`src/rtl/bdc_pkg.sv`:
```
// Shared types and constants of the battery discharge controller.
// Used by the controller, the datapath, the top level and the testbench.
`default_nettype none

package bdc_pkg;

   // Command codes carried by a request
   typedef enum logic [1:0] {
      CMD_START  = 2'd0,
      CMD_SAMPLE = 2'd1,
      CMD_PAUSE  = 2'd2,
      CMD_KNOB   = 2'd3
   } bdc_cmd_type;

   // Configuration register indexes
   localparam int CSR_INDEX_W = 3;
   localparam int CSR_DATA_W  = 13;
   localparam logic [CSR_INDEX_W-1:0] CSR_WIRE_RES    = 3'd0;
   localparam logic [CSR_INDEX_W-1:0] CSR_MIN_VOLTAGE = 3'd1;
   localparam logic [CSR_INDEX_W-1:0] CSR_INIT_TARGET = 3'd2;
   localparam logic [CSR_INDEX_W-1:0] CSR_OVERCURRENT = 3'd3;
   localparam logic [CSR_INDEX_W-1:0] CSR_POWER_CAP   = 3'd4;

   // Current range and end cause codes
   localparam logic [1:0] RANGE_HIGH    = 2'd0;
   localparam logic [1:0] RANGE_MEDIUM  = 2'd1;
   localparam logic [1:0] RANGE_LOW     = 2'd2;
   localparam logic [1:0] CAUSE_NONE    = 2'd0;
   localparam logic [1:0] CAUSE_VOLTAGE = 2'd1;
   localparam logic [1:0] CAUSE_CURRENT = 2'd2;

   // Shared multiplier
   localparam int MUL_W  = 23;
   localparam int PROD_W = 2 * MUL_W;

   // Reciprocals for exact floor division: floor(x/D) = (x*M) >> K
   localparam int K_DROP = 32;    // x < 2**22, D = 1000
   localparam logic [MUL_W-1:0] M_DROP = MUL_W'(((64'd1 << K_DROP) / 64'd1000) + 64'd1);
   localparam int K_CAP = 19;     // x < 2**12, D = 100
   localparam logic [MUL_W-1:0] M_CAP = MUL_W'(((64'd1 << K_CAP) / 64'd100) + 64'd1);
   localparam int K_GATE = 27;    // x < 2**20, D = 100
   localparam logic [MUL_W-1:0] M_GATE = MUL_W'(((64'd1 << K_GATE) / 64'd100) + 64'd1);

   // Datapath operations, one per controller step
   typedef enum logic [4:0] {
      OP_NONE,
      OP_START,
      OP_RESYNC,
      OP_PAUSE,
      OP_KNOB,
      OP_FILL_INIT,
      OP_FILL,
      OP_READ,
      OP_WRITE,
      OP_MUL_VAVG,
      OP_MUL_IAVG,
      OP_MUL_DROP,
      OP_MUL_DROPDIV,
      OP_AVG_CHARGE,
      OP_EVAL,
      OP_RT_CAP,
      OP_RT_SETP,
      OP_RT_GK,
      OP_RT_GDIV,
      OP_RT_GATE,
      OP_EMIT
   } bdc_op_type;

   // Controller to datapath
   typedef struct packed {
      bdc_op_type op;
      logic       take;     // request accepted this cycle
   } bdc_ctl_type;

   // Datapath to controller
   typedef struct packed {
      bdc_cmd_type cmd;
      logic        ended;
      logic        resync_busy;
      logic        paused;
      logic        empty;
      logic        pos_last;
      logic        step_due;
      logic        knob_changed;
      logic        out_free;
   } bdc_status_type;

endpackage

`default_nettype wire

```
`src/rtl/bdc_if.sv`:
```
// Request and response channel interfaces of the battery discharge controller.
// Depends on bdc_pkg for nothing but shares its naming; valid/ready handshake.
`default_nettype none

interface bdc_req_if;
   logic              valid;
   logic              ready;
   logic [1:0]        cmd;
   logic [12:0]       voltage_mv;
   logic [11:0]       current_ma;
   logic              refresh_due;
   logic signed [1:0] knob_direction;

   modport source (output valid, cmd, voltage_mv, current_ma, refresh_due,
                   knob_direction, input ready);
   modport sink   (input valid, cmd, voltage_mv, current_ma, refresh_due,
                   knob_direction, output ready);
endinterface

interface bdc_rsp_if;
   logic        valid;
   logic        ready;
   logic [11:0] gate_code;
   logic        is_paused;
   logic [1:0]  current_range;
   logic        finished;
   logic [1:0]  end_cause;
   logic [13:0] avg_voltage_mv;
   logic [11:0] avg_current_ma;
   logic [31:0] charge_sum;
   logic [11:0] setpoint_ma;

   modport source (output valid, gate_code, is_paused, current_range, finished,
                   end_cause, avg_voltage_mv, avg_current_ma, charge_sum,
                   setpoint_ma, input ready);
   modport sink   (input valid, gate_code, is_paused, current_range, finished,
                   end_cause, avg_voltage_mv, avg_current_ma, charge_sum,
                   setpoint_ma, output ready);
endinterface

`default_nettype wire

```
`src/rtl/battery_discharge_controller.sv`:
```
// Top level of the constant-current battery discharge controller.
// Depends on bdc_pkg, bdc_if (channels), bdc_ctrl and bdc_dp.
//
// One response per request, in order. Requests are taken one at a time; a
// request is accepted while the previous response still waits in the output
// register. The sequencer steps a single shared multiplier for each request:
// a start or any retarget (unpause, knob change) runs the retarget steps,
// pause/resync/ignored requests run none of them, and a sample runs the
// averaging steps, first refilling the window from the first sample when it
// was cleared, and then the retarget steps when it steps the current range
// down. Divisions by constants are reciprocal multiplies on that same
// multiplier. There is no clearing pass after reset.
`default_nettype none

module battery_discharge_controller
   import bdc_pkg::*;
#(
   parameter int AVG_SAMPLES     = 8,   // averaging window depth, 1 to 64
   parameter int REFRESH_SECONDS = 5    // seconds per refresh tick, 1 to 60
) (
   input  wire logic                   clock,
   input  wire logic                   reset,
   bdc_req_if.sink                     req_bus,
   bdc_rsp_if.source                   rsp_bus,
   input  wire logic                   csr_we,
   input  wire logic [CSR_INDEX_W-1:0] csr_index,
   input  wire logic [CSR_DATA_W-1:0]  csr_wdata
);

   bdc_ctl_type    ctl;
   bdc_status_type status;
   logic           req_ready;

   // sequencer: owns the request handshake and steps the datapath
   bdc_ctrl u_ctrl (
      .clock     (clock),
      .reset     (reset),
      .req_valid (req_bus.valid),
      .req_ready (req_ready),
      .status    (status),
      .ctl       (ctl)
   );

   assign req_bus.ready = req_ready;

   // datapath: latches the request, holds the response until taken
   bdc_dp #(
      .AVG_SAMPLES     (AVG_SAMPLES),
      .REFRESH_SECONDS (REFRESH_SECONDS)
   ) u_dp (
      .clock              (clock),
      .reset              (reset),
      .ctl                (ctl),
      .status             (status),
      .csr_we             (csr_we),
      .csr_index          (csr_index),
      .csr_wdata          (csr_wdata),
      .req_cmd            (req_bus.cmd),
      .req_voltage_mv     (req_bus.voltage_mv),
      .req_current_ma     (req_bus.current_ma),
      .req_refresh_due    (req_bus.refresh_due),
      .req_knob_direction (req_bus.knob_direction),
      .rsp_ready          (rsp_bus.ready),
      .rsp_valid          (rsp_bus.valid),
      .rsp_gate_code      (rsp_bus.gate_code),
      .rsp_is_paused      (rsp_bus.is_paused),
      .rsp_current_range  (rsp_bus.current_range),
      .rsp_finished       (rsp_bus.finished),
      .rsp_end_cause      (rsp_bus.end_cause),
      .rsp_avg_voltage_mv (rsp_bus.avg_voltage_mv),
      .rsp_avg_current_ma (rsp_bus.avg_current_ma),
      .rsp_charge_sum     (rsp_bus.charge_sum),
      .rsp_setpoint_ma    (rsp_bus.setpoint_ma)
   );

endmodule

`default_nettype wire

```
`src/rtl/bdc_ctrl.sv`:
```
// Battery discharge controller sequencer, using bdc_pkg op/status types:
// one datapath operation per cycle, stalling while the response is full.
`default_nettype none

module bdc_ctrl
   import bdc_pkg::*;
(
   input  wire logic           clock,
   input  wire logic           reset,
   input  wire logic           req_valid,
   output logic                req_ready,
   input  wire bdc_status_type status,
   output bdc_ctl_type         ctl
);

   typedef enum logic [4:0] {
      ST_IDLE,
      ST_DECODE,
      ST_START,
      ST_RESYNC,
      ST_PAUSE,
      ST_KNOB,
      ST_FILL_INIT,
      ST_FILL,
      ST_READ,
      ST_WRITE,
      ST_MUL_VAVG,
      ST_MUL_IAVG,
      ST_MUL_DROP,
      ST_MUL_DROPDIV,
      ST_AVG_CHARGE,
      ST_EVAL,
      ST_RT_CAP,
      ST_RT_SETP,
      ST_RT_GK,
      ST_RT_GDIV,
      ST_RT_GATE,
      ST_DONE,
      ST_EMIT
   } state_type;

   state_type  state_ff, state_in;
   bdc_op_type op_ff;

   function automatic bdc_op_type op_of(input state_type s);
      bdc_op_type o;
      unique case (s)
         ST_START:       o = OP_START;
         ST_RESYNC:      o = OP_RESYNC;
         ST_PAUSE:       o = OP_PAUSE;
         ST_KNOB:        o = OP_KNOB;
         ST_FILL_INIT:   o = OP_FILL_INIT;
         ST_FILL:        o = OP_FILL;
         ST_READ:        o = OP_READ;
         ST_WRITE:       o = OP_WRITE;
         ST_MUL_VAVG:    o = OP_MUL_VAVG;
         ST_MUL_IAVG:    o = OP_MUL_IAVG;
         ST_MUL_DROP:    o = OP_MUL_DROP;
         ST_MUL_DROPDIV: o = OP_MUL_DROPDIV;
         ST_AVG_CHARGE:  o = OP_AVG_CHARGE;
         ST_EVAL:        o = OP_EVAL;
         ST_RT_CAP:      o = OP_RT_CAP;
         ST_RT_SETP:     o = OP_RT_SETP;
         ST_RT_GK:       o = OP_RT_GK;
         ST_RT_GDIV:     o = OP_RT_GDIV;
         ST_RT_GATE:     o = OP_RT_GATE;
         ST_EMIT:        o = OP_EMIT;
         default:        o = OP_NONE;
      endcase
      return o;
   endfunction

   assign req_ready = (state_ff == ST_IDLE);
   assign ctl.take  = req_valid && (state_ff == ST_IDLE);
   assign ctl.op    = op_ff;

   always_comb begin
      state_in = state_ff;
      unique case (state_ff)
         ST_IDLE: begin
            if (req_valid) state_in = ST_DECODE;
         end
         ST_DECODE: begin
            if (status.cmd == CMD_START) state_in = ST_START;
            else if (status.ended) state_in = ST_DONE;
            else begin
               unique case (status.cmd)
                  CMD_SAMPLE: begin
                     if (status.resync_busy) state_in = ST_RESYNC;
                     else if (status.paused) state_in = ST_DONE;
                     else if (status.empty) state_in = ST_FILL_INIT;
                     else state_in = ST_READ;
                  end
                  CMD_PAUSE: state_in = ST_PAUSE;
                  default:   state_in = ST_KNOB;
               endcase
            end
         end
         ST_START:       state_in = ST_RT_CAP;
         ST_RESYNC:      state_in = ST_DONE;
         ST_PAUSE:       state_in = status.paused ? ST_RT_CAP : ST_DONE;
         ST_KNOB:        state_in = status.knob_changed ? ST_RT_CAP : ST_DONE;
         ST_FILL_INIT:   state_in = ST_FILL;
         ST_FILL:        state_in = status.pos_last ? ST_READ : ST_FILL;
         ST_READ:        state_in = ST_WRITE;
         ST_WRITE:       state_in = ST_MUL_VAVG;
         ST_MUL_VAVG:    state_in = ST_MUL_IAVG;
         ST_MUL_IAVG:    state_in = ST_MUL_DROP;
         ST_MUL_DROP:    state_in = ST_MUL_DROPDIV;
         ST_MUL_DROPDIV: state_in = ST_AVG_CHARGE;
         ST_AVG_CHARGE:  state_in = ST_EVAL;
         ST_EVAL:        state_in = status.step_due ? ST_RT_CAP : ST_DONE;
         ST_RT_CAP:      state_in = ST_RT_SETP;
         ST_RT_SETP:     state_in = ST_RT_GK;
         ST_RT_GK:       state_in = ST_RT_GDIV;
         ST_RT_GDIV:     state_in = ST_RT_GATE;
         ST_RT_GATE:     state_in = ST_DONE;
         ST_DONE: begin
            if (status.out_free) state_in = ST_EMIT;
         end
         ST_EMIT:        state_in = ST_IDLE;
         default:        state_in = ST_IDLE;
      endcase
   end

   always_ff @(posedge clock) begin
      if (reset) begin
         state_ff <= ST_IDLE;
         op_ff    <= OP_NONE;
      end else begin
         state_ff <= state_in;
         op_ff    <= op_of(state_in);
      end
   end

endmodule

`default_nettype wire

```
`src/rtl/bdc_dp.sv`:
```
// Datapath of the battery discharge controller: configuration registers,
// averaging window memory, shared multiplier and test state. Uses bdc_pkg.
`default_nettype none

module bdc_dp
   import bdc_pkg::*;
#(
   parameter int AVG_SAMPLES     = 8,
   parameter int REFRESH_SECONDS = 5
) (
   input  wire logic                   clock,
   input  wire logic                   reset,
   input  wire bdc_ctl_type            ctl,
   output bdc_status_type              status,
   input  wire logic                   csr_we,
   input  wire logic [CSR_INDEX_W-1:0] csr_index,
   input  wire logic [CSR_DATA_W-1:0]  csr_wdata,
   input  wire logic [1:0]             req_cmd,
   input  wire logic [12:0]            req_voltage_mv,
   input  wire logic [11:0]            req_current_ma,
   input  wire logic                   req_refresh_due,
   input  wire logic signed [1:0]      req_knob_direction,
   input  wire logic                   rsp_ready,
   output logic                        rsp_valid,
   output logic [11:0]                 rsp_gate_code,
   output logic                        rsp_is_paused,
   output logic [1:0]                  rsp_current_range,
   output logic                        rsp_finished,
   output logic [1:0]                  rsp_end_cause,
   output logic [13:0]                 rsp_avg_voltage_mv,
   output logic [11:0]                 rsp_avg_current_ma,
   output logic [31:0]                 rsp_charge_sum,
   output logic [11:0]                 rsp_setpoint_ma
);

   localparam int POS_W = (AVG_SAMPLES > 1) ? $clog2(AVG_SAMPLES) : 1;
   localparam int SUM_W = 13 + $clog2(AVG_SAMPLES);
   localparam int K_AVG = SUM_W + $clog2(AVG_SAMPLES);
   localparam logic [MUL_W-1:0] M_AVG =
      MUL_W'(((64'd1 << K_AVG) / 64'(AVG_SAMPLES)) + 64'd1);
   localparam logic [POS_W-1:0] POS_LAST = POS_W'(AVG_SAMPLES - 1);
   localparam logic signed [1:0] KNOB_UP   = 2'sd1;
   localparam logic signed [1:0] KNOB_NONE = 2'sd0;

   // configuration
   logic [9:0]  wire_res_ff;
   logic [12:0] min_voltage_ff;
   logic [10:0] init_target_ff;
   logic [11:0] overcurrent_ff;
   logic [11:0] power_cap_ff;

   // latched request
   bdc_cmd_type       lat_cmd_ff;
   logic [12:0]       lat_mv_ff;
   logic [11:0]       lat_ma_ff;
   logic              lat_refresh_ff;
   logic signed [1:0] lat_kd_ff;

   // averaging window
   logic [12:0]      vwin_mem [AVG_SAMPLES];
   logic [11:0]      iwin_mem [AVG_SAMPLES];
   logic [12:0]      rd_v_ff;
   logic [11:0]      rd_i_ff;
   logic [POS_W-1:0] pos_ff;
   logic             empty_ff;
   logic [SUM_W-1:0] vsum_ff;
   logic [SUM_W-1:0] isum_ff;

   // arithmetic
   logic [MUL_W-1:0]  mul_x, mul_y;
   logic [PROD_W-1:0] mul_p;
   logic [PROD_W-1:0] prod_ff;
   logic [12:0]       vavg_ff;
   logic [13:0]       avg_v_ff;
   logic [11:0]       avg_i_ff;

   // test state
   logic [10:0] target_ff;
   logic [11:0] setpoint_ff;
   logic [11:0] gate_ff;
   logic [1:0]  range_ff;
   logic        paused_ff;
   logic [1:0]  resync_ff;
   logic [31:0] charge_ff;
   logic        ended_ff;
   logic [1:0]  cause_ff;
   logic        rsp_valid_ff;

   logic [10:0]      knob_new;
   logic             step_due;
   logic [POS_W-1:0] pos_next;
   logic [32:0]      charge_add;
   logic [31:0]      charge_sat;
   logic [11:0]      setpoint_new;
   logic [12:0]      gate_q;
   logic [13:0]      gate_raw;
   logic [11:0]      gate_new;

   // configuration writes
   always_ff @(posedge clock) begin
      if (reset) begin
         wire_res_ff    <= 10'd0;
         min_voltage_ff <= 13'd3000;
         init_target_ff <= 11'd500;
         overcurrent_ff <= 12'd2000;
         power_cap_ff   <= 12'd4000;
      end else if (csr_we) begin
         unique case (csr_index)
            CSR_WIRE_RES:    wire_res_ff    <= csr_wdata[9:0];
            CSR_MIN_VOLTAGE: min_voltage_ff <= csr_wdata[12:0];
            CSR_INIT_TARGET: init_target_ff <= csr_wdata[10:0];
            CSR_OVERCURRENT: overcurrent_ff <= csr_wdata[11:0];
            CSR_POWER_CAP:   power_cap_ff   <= csr_wdata[11:0];
            default: ;
         endcase
      end
   end

   // knob: raise below 1500, lower above 150
   always_comb begin
      knob_new = target_ff;
      if (lat_kd_ff == KNOB_UP) begin
         if (target_ff < 11'd1500) knob_new = target_ff + 11'd100;
      end else if (lat_kd_ff != KNOB_NONE) begin
         if (target_ff > 11'd150) knob_new = target_ff - 11'd100;
      end
   end

   // range step condition on the corrected average
   always_comb begin
      case (range_ff)
         RANGE_HIGH:
            step_due = (avg_v_ff < ((setpoint_ff > 12'd700) ? 14'd3100 : 14'd3300))
                       && (setpoint_ff > 12'd500);
         RANGE_MEDIUM:
            step_due = (avg_v_ff < 14'd3200) && (setpoint_ff > 12'd250);
         default:
            step_due = 1'b0;
      endcase
   end

   assign pos_next   = (pos_ff == POS_LAST) ? '0 : pos_ff + 1'b1;
   assign charge_add = {1'b0, charge_ff} + {1'b0, prod_ff[31:0]};
   assign charge_sat = charge_add[32] ? 32'hFFFF_FFFF : charge_add[31:0];

   // setpoint: target, or 50 plus whole hundreds of a lower power cap
   assign setpoint_new = ({1'b0, target_ff} > power_cap_ff)
                         ? 12'(12'(prod_ff[K_CAP +: 6]) * 12'd100 + 12'd50)
                         : {1'b0, target_ff};

   // gate code, piecewise linear in the setpoint
   assign gate_q = prod_ff[K_GATE +: 13];
   always_comb begin
      if (setpoint_ff < 12'd200) gate_raw = {1'b0, setpoint_ff, 1'b0} + 14'd1440;
      else if (setpoint_ff < 12'd1100) gate_raw = {1'b0, gate_q} + 14'd1525;
      else gate_raw = {1'b0, gate_q} + 14'd1443;
      gate_new = (gate_raw > 14'd4095) ? 12'd4095 : gate_raw[11:0];
   end

   // shared multiplier operands
   always_comb begin
      mul_x = '0;
      mul_y = '0;
      case (ctl.op)
         OP_MUL_VAVG: begin
            mul_x = MUL_W'(vsum_ff);
            mul_y = M_AVG;
         end
         OP_MUL_IAVG: begin
            mul_x = MUL_W'(isum_ff);
            mul_y = M_AVG;
         end
         OP_MUL_DROP: begin
            mul_x = MUL_W'(prod_ff[K_AVG +: 12]);
            mul_y = MUL_W'(wire_res_ff);
         end
         OP_MUL_DROPDIV: begin
            mul_x = MUL_W'(prod_ff[21:0]);
            mul_y = M_DROP;
         end
         OP_AVG_CHARGE: begin
            mul_x = MUL_W'(avg_i_ff);
            mul_y = MUL_W'(REFRESH_SECONDS);
         end
         OP_RT_CAP: begin
            mul_x = MUL_W'(power_cap_ff);
            mul_y = M_CAP;
         end
         OP_RT_GK: begin
            mul_x = MUL_W'(setpoint_ff);
            mul_y = (setpoint_ff < 12'd1100) ? MUL_W'(128) : MUL_W'(138);
         end
         OP_RT_GDIV: begin
            mul_x = MUL_W'(prod_ff[19:0]);
            mul_y = M_GATE;
         end
         default: ;
      endcase
   end

   assign mul_p = {{MUL_W{1'b0}}, mul_x} * {{MUL_W{1'b0}}, mul_y};

   // window memory
   always_ff @(posedge clock) begin
      if ((ctl.op == OP_FILL) || (ctl.op == OP_WRITE)) begin
         vwin_mem[pos_ff] <= lat_mv_ff;
         iwin_mem[pos_ff] <= lat_ma_ff;
      end
      rd_v_ff <= vwin_mem[pos_ff];
      rd_i_ff <= iwin_mem[pos_ff];
   end

   // payload registers
   always_ff @(posedge clock) begin
      prod_ff <= mul_p;
      if (ctl.take) begin
         lat_cmd_ff     <= bdc_cmd_type'(req_cmd);
         lat_mv_ff      <= req_voltage_mv;
         lat_ma_ff      <= req_current_ma;
         lat_refresh_ff <= req_refresh_due;
         lat_kd_ff      <= req_knob_direction;
         avg_v_ff       <= '0;
         avg_i_ff       <= '0;
      end
      case (ctl.op)
         OP_FILL_INIT: begin
            vsum_ff <= '0;
            isum_ff <= '0;
         end
         OP_FILL: begin
            vsum_ff <= vsum_ff + SUM_W'(lat_mv_ff);
            isum_ff <= isum_ff + SUM_W'(lat_ma_ff);
         end
         OP_WRITE: begin
            vsum_ff <= vsum_ff + SUM_W'(lat_mv_ff) - SUM_W'(rd_v_ff);
            isum_ff <= isum_ff + SUM_W'(lat_ma_ff) - SUM_W'(rd_i_ff);
         end
         OP_MUL_IAVG:   vavg_ff  <= prod_ff[K_AVG +: 13];
         OP_MUL_DROP:   avg_i_ff <= prod_ff[K_AVG +: 12];
         OP_AVG_CHARGE: avg_v_ff <= {1'b0, vavg_ff} + {1'b0, prod_ff[K_DROP +: 13]};
         OP_EMIT: begin
            rsp_gate_code      <= (paused_ff || ended_ff) ? 12'd0 : gate_ff;
            rsp_is_paused      <= paused_ff;
            rsp_current_range  <= range_ff;
            rsp_finished       <= ended_ff;
            rsp_end_cause      <= cause_ff;
            rsp_avg_voltage_mv <= avg_v_ff;
            rsp_avg_current_ma <= avg_i_ff;
            rsp_charge_sum     <= charge_ff;
            rsp_setpoint_ma    <= setpoint_ff;
         end
         default: ;
      endcase
   end

   // test state
   always_ff @(posedge clock) begin
      if (reset) begin
         target_ff    <= '0;
         setpoint_ff  <= '0;
         gate_ff      <= '0;
         range_ff     <= RANGE_HIGH;
         paused_ff    <= 1'b0;
         resync_ff    <= '0;
         charge_ff    <= '0;
         ended_ff     <= 1'b0;
         cause_ff     <= CAUSE_NONE;
         pos_ff       <= '0;
         empty_ff     <= 1'b1;
         rsp_valid_ff <= 1'b0;
      end else begin
         if (ctl.op == OP_EMIT) rsp_valid_ff <= 1'b1;
         else if (rsp_ready) rsp_valid_ff <= 1'b0;
         case (ctl.op)
            OP_START: begin
               charge_ff <= '0;
               paused_ff <= 1'b0;
               ended_ff  <= 1'b0;
               cause_ff  <= CAUSE_NONE;
               target_ff <= init_target_ff;
               range_ff  <= RANGE_HIGH;
               empty_ff  <= 1'b1;
            end
            OP_RESYNC:    resync_ff <= resync_ff - 2'd1;
            OP_PAUSE:     paused_ff <= !paused_ff;
            OP_KNOB:      target_ff <= knob_new;
            OP_FILL_INIT: pos_ff    <= '0;
            OP_FILL:      pos_ff    <= pos_next;
            OP_WRITE: begin
               pos_ff   <= pos_next;
               empty_ff <= 1'b0;
            end
            OP_EVAL: begin
               if (step_due) begin
                  if (range_ff == RANGE_HIGH) begin
                     target_ff <= 11'd500;
                     range_ff  <= RANGE_MEDIUM;
                  end else begin
                     target_ff <= 11'd250;
                     range_ff  <= RANGE_LOW;
                  end
               end else if (avg_v_ff < {1'b0, min_voltage_ff}) begin
                  ended_ff <= 1'b1;
                  cause_ff <= CAUSE_VOLTAGE;
               end else if (lat_ma_ff > overcurrent_ff) begin
                  ended_ff <= 1'b1;
                  cause_ff <= CAUSE_CURRENT;
               end else if (lat_refresh_ff) begin
                  charge_ff <= charge_sat;
               end
            end
            OP_RT_SETP: begin
               setpoint_ff <= setpoint_new;
               empty_ff    <= 1'b1;
               resync_ff   <= (lat_cmd_ff == CMD_START) ? 2'd0 : 2'd3;
            end
            OP_RT_GATE:   gate_ff <= gate_new;
            default: ;
         endcase
      end
   end

   assign rsp_valid = rsp_valid_ff;

   assign status.cmd          = lat_cmd_ff;
   assign status.ended        = ended_ff;
   assign status.resync_busy  = (resync_ff != 2'd0);
   assign status.paused       = paused_ff;
   assign status.empty        = empty_ff;
   assign status.pos_last     = (pos_ff == POS_LAST);
   assign status.step_due     = step_due;
   assign status.knob_changed = (knob_new != target_ff);
   assign status.out_free     = !rsp_valid_ff || rsp_ready;

endmodule

`default_nettype wire

```
`src/flat_wrapper.sv`:
```
// flat-port wrapper written by rule: the top's interface ports become plain ports
module battery_discharge_controller_flat import bdc_pkg::*;
#(
   parameter int AVG_SAMPLES     = 8,                                     
   parameter int REFRESH_SECONDS = 5                                        
)
  (clock, reset, csr_we, csr_index, csr_wdata, req_bus_valid, req_bus_cmd, req_bus_voltage_mv, req_bus_current_ma, req_bus_refresh_due, req_bus_knob_direction, req_bus_ready, rsp_bus_valid, rsp_bus_gate_code, rsp_bus_is_paused, rsp_bus_current_range, rsp_bus_finished, rsp_bus_end_cause, rsp_bus_avg_voltage_mv, rsp_bus_avg_current_ma, rsp_bus_charge_sum, rsp_bus_setpoint_ma, rsp_bus_ready);
  bdc_req_if req_bus_i ();
  bdc_rsp_if rsp_bus_i ();
  input  wire logic clock;
  input  wire logic reset;
  input  wire logic csr_we;
  input  wire logic [CSR_INDEX_W-1:0] csr_index;
  input  wire logic [CSR_DATA_W-1:0] csr_wdata;
  input wire logic [$bits(req_bus_i.valid)-1:0] req_bus_valid;
  input wire logic [$bits(req_bus_i.cmd)-1:0] req_bus_cmd;
  input wire logic [$bits(req_bus_i.voltage_mv)-1:0] req_bus_voltage_mv;
  input wire logic [$bits(req_bus_i.current_ma)-1:0] req_bus_current_ma;
  input wire logic [$bits(req_bus_i.refresh_due)-1:0] req_bus_refresh_due;
  input wire logic [$bits(req_bus_i.knob_direction)-1:0] req_bus_knob_direction;
  output wire logic [$bits(req_bus_i.ready)-1:0] req_bus_ready;
  output wire logic [$bits(rsp_bus_i.valid)-1:0] rsp_bus_valid;
  output wire logic [$bits(rsp_bus_i.gate_code)-1:0] rsp_bus_gate_code;
  output wire logic [$bits(rsp_bus_i.is_paused)-1:0] rsp_bus_is_paused;
  output wire logic [$bits(rsp_bus_i.current_range)-1:0] rsp_bus_current_range;
  output wire logic [$bits(rsp_bus_i.finished)-1:0] rsp_bus_finished;
  output wire logic [$bits(rsp_bus_i.end_cause)-1:0] rsp_bus_end_cause;
  output wire logic [$bits(rsp_bus_i.avg_voltage_mv)-1:0] rsp_bus_avg_voltage_mv;
  output wire logic [$bits(rsp_bus_i.avg_current_ma)-1:0] rsp_bus_avg_current_ma;
  output wire logic [$bits(rsp_bus_i.charge_sum)-1:0] rsp_bus_charge_sum;
  output wire logic [$bits(rsp_bus_i.setpoint_ma)-1:0] rsp_bus_setpoint_ma;
  input wire logic [$bits(rsp_bus_i.ready)-1:0] rsp_bus_ready;
  assign req_bus_i.valid = req_bus_valid;
  assign req_bus_i.cmd = req_bus_cmd;
  assign req_bus_i.voltage_mv = req_bus_voltage_mv;
  assign req_bus_i.current_ma = req_bus_current_ma;
  assign req_bus_i.refresh_due = req_bus_refresh_due;
  assign req_bus_i.knob_direction = req_bus_knob_direction;
  assign req_bus_ready = req_bus_i.ready;
  assign rsp_bus_valid = rsp_bus_i.valid;
  assign rsp_bus_gate_code = rsp_bus_i.gate_code;
  assign rsp_bus_is_paused = rsp_bus_i.is_paused;
  assign rsp_bus_current_range = rsp_bus_i.current_range;
  assign rsp_bus_finished = rsp_bus_i.finished;
  assign rsp_bus_end_cause = rsp_bus_i.end_cause;
  assign rsp_bus_avg_voltage_mv = rsp_bus_i.avg_voltage_mv;
  assign rsp_bus_avg_current_ma = rsp_bus_i.avg_current_ma;
  assign rsp_bus_charge_sum = rsp_bus_i.charge_sum;
  assign rsp_bus_setpoint_ma = rsp_bus_i.setpoint_ma;
  assign rsp_bus_i.ready = rsp_bus_ready;
  battery_discharge_controller #(.AVG_SAMPLES(AVG_SAMPLES), .REFRESH_SECONDS(REFRESH_SECONDS)) u_core (.clock(clock), .reset(reset), .req_bus(req_bus_i), .rsp_bus(rsp_bus_i), .csr_we(csr_we), .csr_index(csr_index), .csr_wdata(csr_wdata));
endmodule
```
`config.mk`:
```
export PLATFORM = sky130hd
export DESIGN_NAME = battery_discharge_controller_flat
export DESIGN_NICKNAME = d
export VERILOG_FILES = /design/src/rtl/bdc_pkg.sv /design/src/rtl/bdc_if.sv /design/src/rtl/battery_discharge_controller.sv /design/src/rtl/bdc_ctrl.sv /design/src/rtl/bdc_dp.sv /design/src/flat_wrapper.sv
export SDC_FILE = /design/constraint.sdc
export NUM_CORES = 2
export LEC_CHECK = 0
export ABC_AREA = 1
export BUFFER_PORTS_ARGS = -buffer_cell sky130_fd_sc_hd__buf_2
export CORE_UTILIZATION = 40
export DETAILED_ROUTE_END_ITERATION = 8
export PLACE_DENSITY = 0.56
export SLEW_MARGIN = 15
export SYNTH_ARGS = -nofsm -noshare
export SYNTH_HDL_FRONTEND = slang
export SYNTH_SLANG_ARGS = --single-unit
```
`constraint.sdc`:
```
create_clock -name clock -period 8 [get_ports clock]
set_input_delay 0 -clock clock [delete_from_list [all_inputs] [get_ports clock]]
set_output_delay 0 -clock clock [all_outputs]
set_load 0.01 [all_outputs]
```
==> results.toml <==
[run_status]
status = "finished, final reports clean"

[final_layout]
diodes = 0
fin_area_um2 = 50800
regArea_um2 = 16000
fin_nets = 6066
post-route-util_pct = 45.9
fillers = 10753
area.growth.synth_to_final_pct = 13.8
drive_above_1_share_pct = 8.97
multi_input_area_um2 = 24700

[hold_path]
min_path_type = "in2reg"

[power_and_ir_drop]
p_per_area_nw_per_um2 = 246
vdd_drop_max_mv = 0.154
leakagePower_nw = 23.1

[synthesis]
synthXorXnorAreaFrac_pct = 2.26
synth-compound-area-share_pct = 10.1
ys_seq_area_share_pct = 36.0
yosys.area.top_type = "edfxtp_1"
avgSynthCellArea_um2 = 8.98
yosys_most_used_dff = "edfxtp_1"
synthSimpleGateAreaFrac_pct = 15.6
synth_fa_ha_area_share_pct = 26.5
yosysTopAreaCellShare_pct = 26.2
postSynthCellCount = 4966
netlist_top_cells_area = "edfxtp_1, fa_1, ha_1, dfxtp_1, inv_1"
ys.warnings.count = 0
muxShareOfSynthArea_pct = 0
synth.distinct_cells = 65
synthArstFlopShare_pct = 0
ys_ff_latch = 607
synth_edf_count = 389
synth.cell_area_um2 = 44600
synth_top_family_by_area = "adder cells"

[floorplanning]
dieArea_um2 = 113000
coreArea_um2 = 111000
row_count = 122
initial_core_util_pct = 40.3
die_y_um = 336
fp.dieW_um = 336
pin_count = 141

[clock_tree]
clk_pin_slew_ns = 0.06
cts.htree.levels = 3
numCtsBuffers = 69
cts_root_buf = "clkbuf_16"
clockBufferDepth = 3
clock-sinks = 607
cts_tree = "yes"
clk_latency_ns = 0.65

[worst_setup_path]
critPathKind = "reg2reg"
end_kind = "flip-flop"
crit_family = "adder cells"
cpPeakStageDelay_ns = 0.55
path_common_cell = "fa_1"
crit_buf_inv = 7
required_ns = 8.56
crit_slowest_cell = "fa_1"
crit_fanout = 7
critPathArrivalTime_ns = 8.26
startpoint_type = "flip-flop"

[place]
place.port_buffers = 140
place_area_um2 = 47700
gp_congestion = 0.987
dp_hpwl_mm = 112

[global_route]
grt_max_degree = 70
grt_first_pass_wirelength_mm = 212
antenna_found_initial = 6
grtUsageTotal_pct = 24.9
first_global_vias = 34833
grt_overflow = 0

[detailed_routing]
drt_iter0_markers = 2725
dr.pass1.iters = 6
drc = 0
vias = 35120
ant_nets = 0
wl_per_cell_um = 20.4
viasPerCell = 5.14
routed_wirelength_mm = 139

[sta]
tightest_slew_ns = 1.19
finalMaxSlewViolations = 0
fin_crit_ns = 7.70
hold_viol = 0
fin_worst_skew_ns = 0.0289
fmax_ghz = 0.130
fin_crit_sh_pct = 96.3
slew_headroom_pct = 20.5
setup_viol = 0

[run]
drv_cap = 0
==> kinds of logic (layout without fill, tap and decap cells) <==
logic type      after synthesis  after routing
other cells                   2             44
flops                       607            607
buf+inv                    1090           1425
simple gates               1657           1657
compound gates              766            766
fa+ha+maj                   729            729
xor+xnor                    115            115
==> sequential cells by signal, summed over array words and instances, names as in the netlist, 12 cells and up <==
signal / cells
u_core.u_dp.avg_i_ff: 12
u_core.u_dp.avg_v_ff: 14
u_core.u_dp.charge_ff: 32
u_core.u_dp.gate_ff: 12
u_core.u_dp.isum_ff: 16
u_core.u_dp.iwin_mem: 96
u_core.u_dp.lat_ma_ff: 12
u_core.u_dp.lat_mv_ff: 13
u_core.u_dp.min_voltage_ff: 13
u_core.u_dp.overcurrent_ff: 12
u_core.u_dp.power_cap_ff: 12
u_core.u_dp.prod_ff: 45
u_core.u_dp.rd_i_ff: 12
u_core.u_dp.rd_v_ff: 13
u_core.u_dp.rsp_avg_current_ma: 12
u_core.u_dp.rsp_avg_voltage_mv: 14
u_core.u_dp.rsp_charge_sum: 32
u_core.u_dp.rsp_gate_code: 12
u_core.u_dp.rsp_setpoint_ma: 12
u_core.u_dp.setpoint_ff: 12
u_core.u_dp.vavg_ff: 13
u_core.u_dp.vsum_ff: 16
u_core.u_dp.vwin_mem: 104
==> routing by layer <==
layer / share of wire [%] / wire length (um) / global-route usage (%) / vias to the layer above
met2: 44 / 61400 / 39.2 / 1048
met3: 6.5 / 9100 / 3.83 / 188
li1: - / - / - / 16794
met1: 47 / 64800 / 35.5 / 17086
met4: 2.8 / 3880 / 7.18 / 4
met5: 0.019 / 27 / 0 / -
==> worst paths after layout <==
| kind | end | slack, ns | depth (start not counted) | startpoint |
|---|---|---|---|---|
| worst max-delay path | u_core.u_dp.prod_ff[34] | 0.30 | 32 | u_core.u_ctrl.op_ff[3] |
| worst min-delay path | u_core.u_dp.lat_mv_ff[6] | 0.08 | 2 | req_bus_voltage_mv[6] |
| worst max register to register | u_core.u_dp.prod_ff[34] | 0.30 | 32 | u_core.u_ctrl.op_ff[3] |
| worst min register to register | u_core.u_dp.rsp_end_cause[1] | 0.44 | 0 | u_core.u_dp.cause_ff[1] |
==> cell type report <==
| type | count | area share, % |
|---|---|---|
| Clock buffer | 89 | 3.65 |
| Timing Repair Buffer | 309 | 4.18 |
| Multi-Input combinational cell | 3311 | 48.6 |
| Tap cell | 1488 | 3.67 |
| Clock inverter | 39 | 0.929 |
| Timing Repair inverter | 1 | 0.00986 |
| Sequential cell | 607 | 31.6 |
| Inverter | 987 | 7.33 |
==> repair_timing <==
| item | CTS | global route |
|---|---|---|
| endpoints found under the setup margin | 0 | 24 |
| hold endpoints to repair | 92 | 0 |
| hold buffers | 53 | 0 |
| gates resized for setup | 0 | 34 |
| setup buffers | 0 | 10 |
==> worst reg2reg max path, delay by kind of cell, from the launching register on <==
kind | cells | cell delay, ns
fa+ha+maj | 8 | 3.85
buf+inv | 7 | 0.79
flops | 1 | 0.47
simple gates | 12 | 1.43
compound gates | 4 | 0.95
xor+xnor | 1 | 0.14
==> power by group <==
group | switching (mW) | internal (mW)
Clock | 1.35 | 1.92
Sequential | 0.545 | 3.80
Combinational | 3.14 | 1.72
Total | 5.04 | 7.44
==> cells in the final DEF, fill, tap and decap left out, types with 191 or more instances in the layout <==
cell / instances
a21oi_1: 282
dfxtp_1: 218
edfxtp_1: 389
fa_1: 361
ha_1: 367
inv_1: 959
nand2_1: 831
nand3_1: 191
nor2_1: 440
o21ai_0: 228
==> cell usage after synthesis (3+ instances only) <==
library cell,count
nor2_2,7
a21boi_0,8
ha_1,368
buf_4,9
a21oi_2,4
inv_1,961
a211oi_1,7
o211ai_1,25
nor3_1,38
a21oi_1,284
o2111ai_1,3
clkbuf_1,51
dfxtp_1,218
or2_2,10
o31ai_1,7
o21ai_0,229
nor2_4,7
fa_1,361
a31oi_1,25
xnor2_1,31
buf_2,34
o21ai_1,5
clkinv_1,5
xor2_1,84
o22ai_1,19
edfxtp_1,389
a21o_1,15
inv_2,20
nand2_1,834
nor2_1,453
nand4_1,71
nand3b_1,3
a22o_1,30
a221oi_1,32
nand2_2,7
and3_1,3
nand3_2,8
nor4_1,17
o21a_1,13
a22oi_1,28
o21bai_1,19
buf_6,3
nand3_1,191
==> per-stage QoR <==
step                      instances  TNS, ns  setup WS (ns)  hold WS [ns]  total power [mW]
after floorplan                5008        0          0.715        0.0989              7.61
after global placement         6639        0          0.152         0.176              9.17
after detailed placement       6639        0          0.102         0.179              9.19
after CTS                      6820        0         0.0618        0.0408              12.5
after global routing           6831  -0.0173        -0.0109        0.0553              13.4
final                          6831        0          0.296        0.0755              12.5
Power figures use the tool's default switching activity.
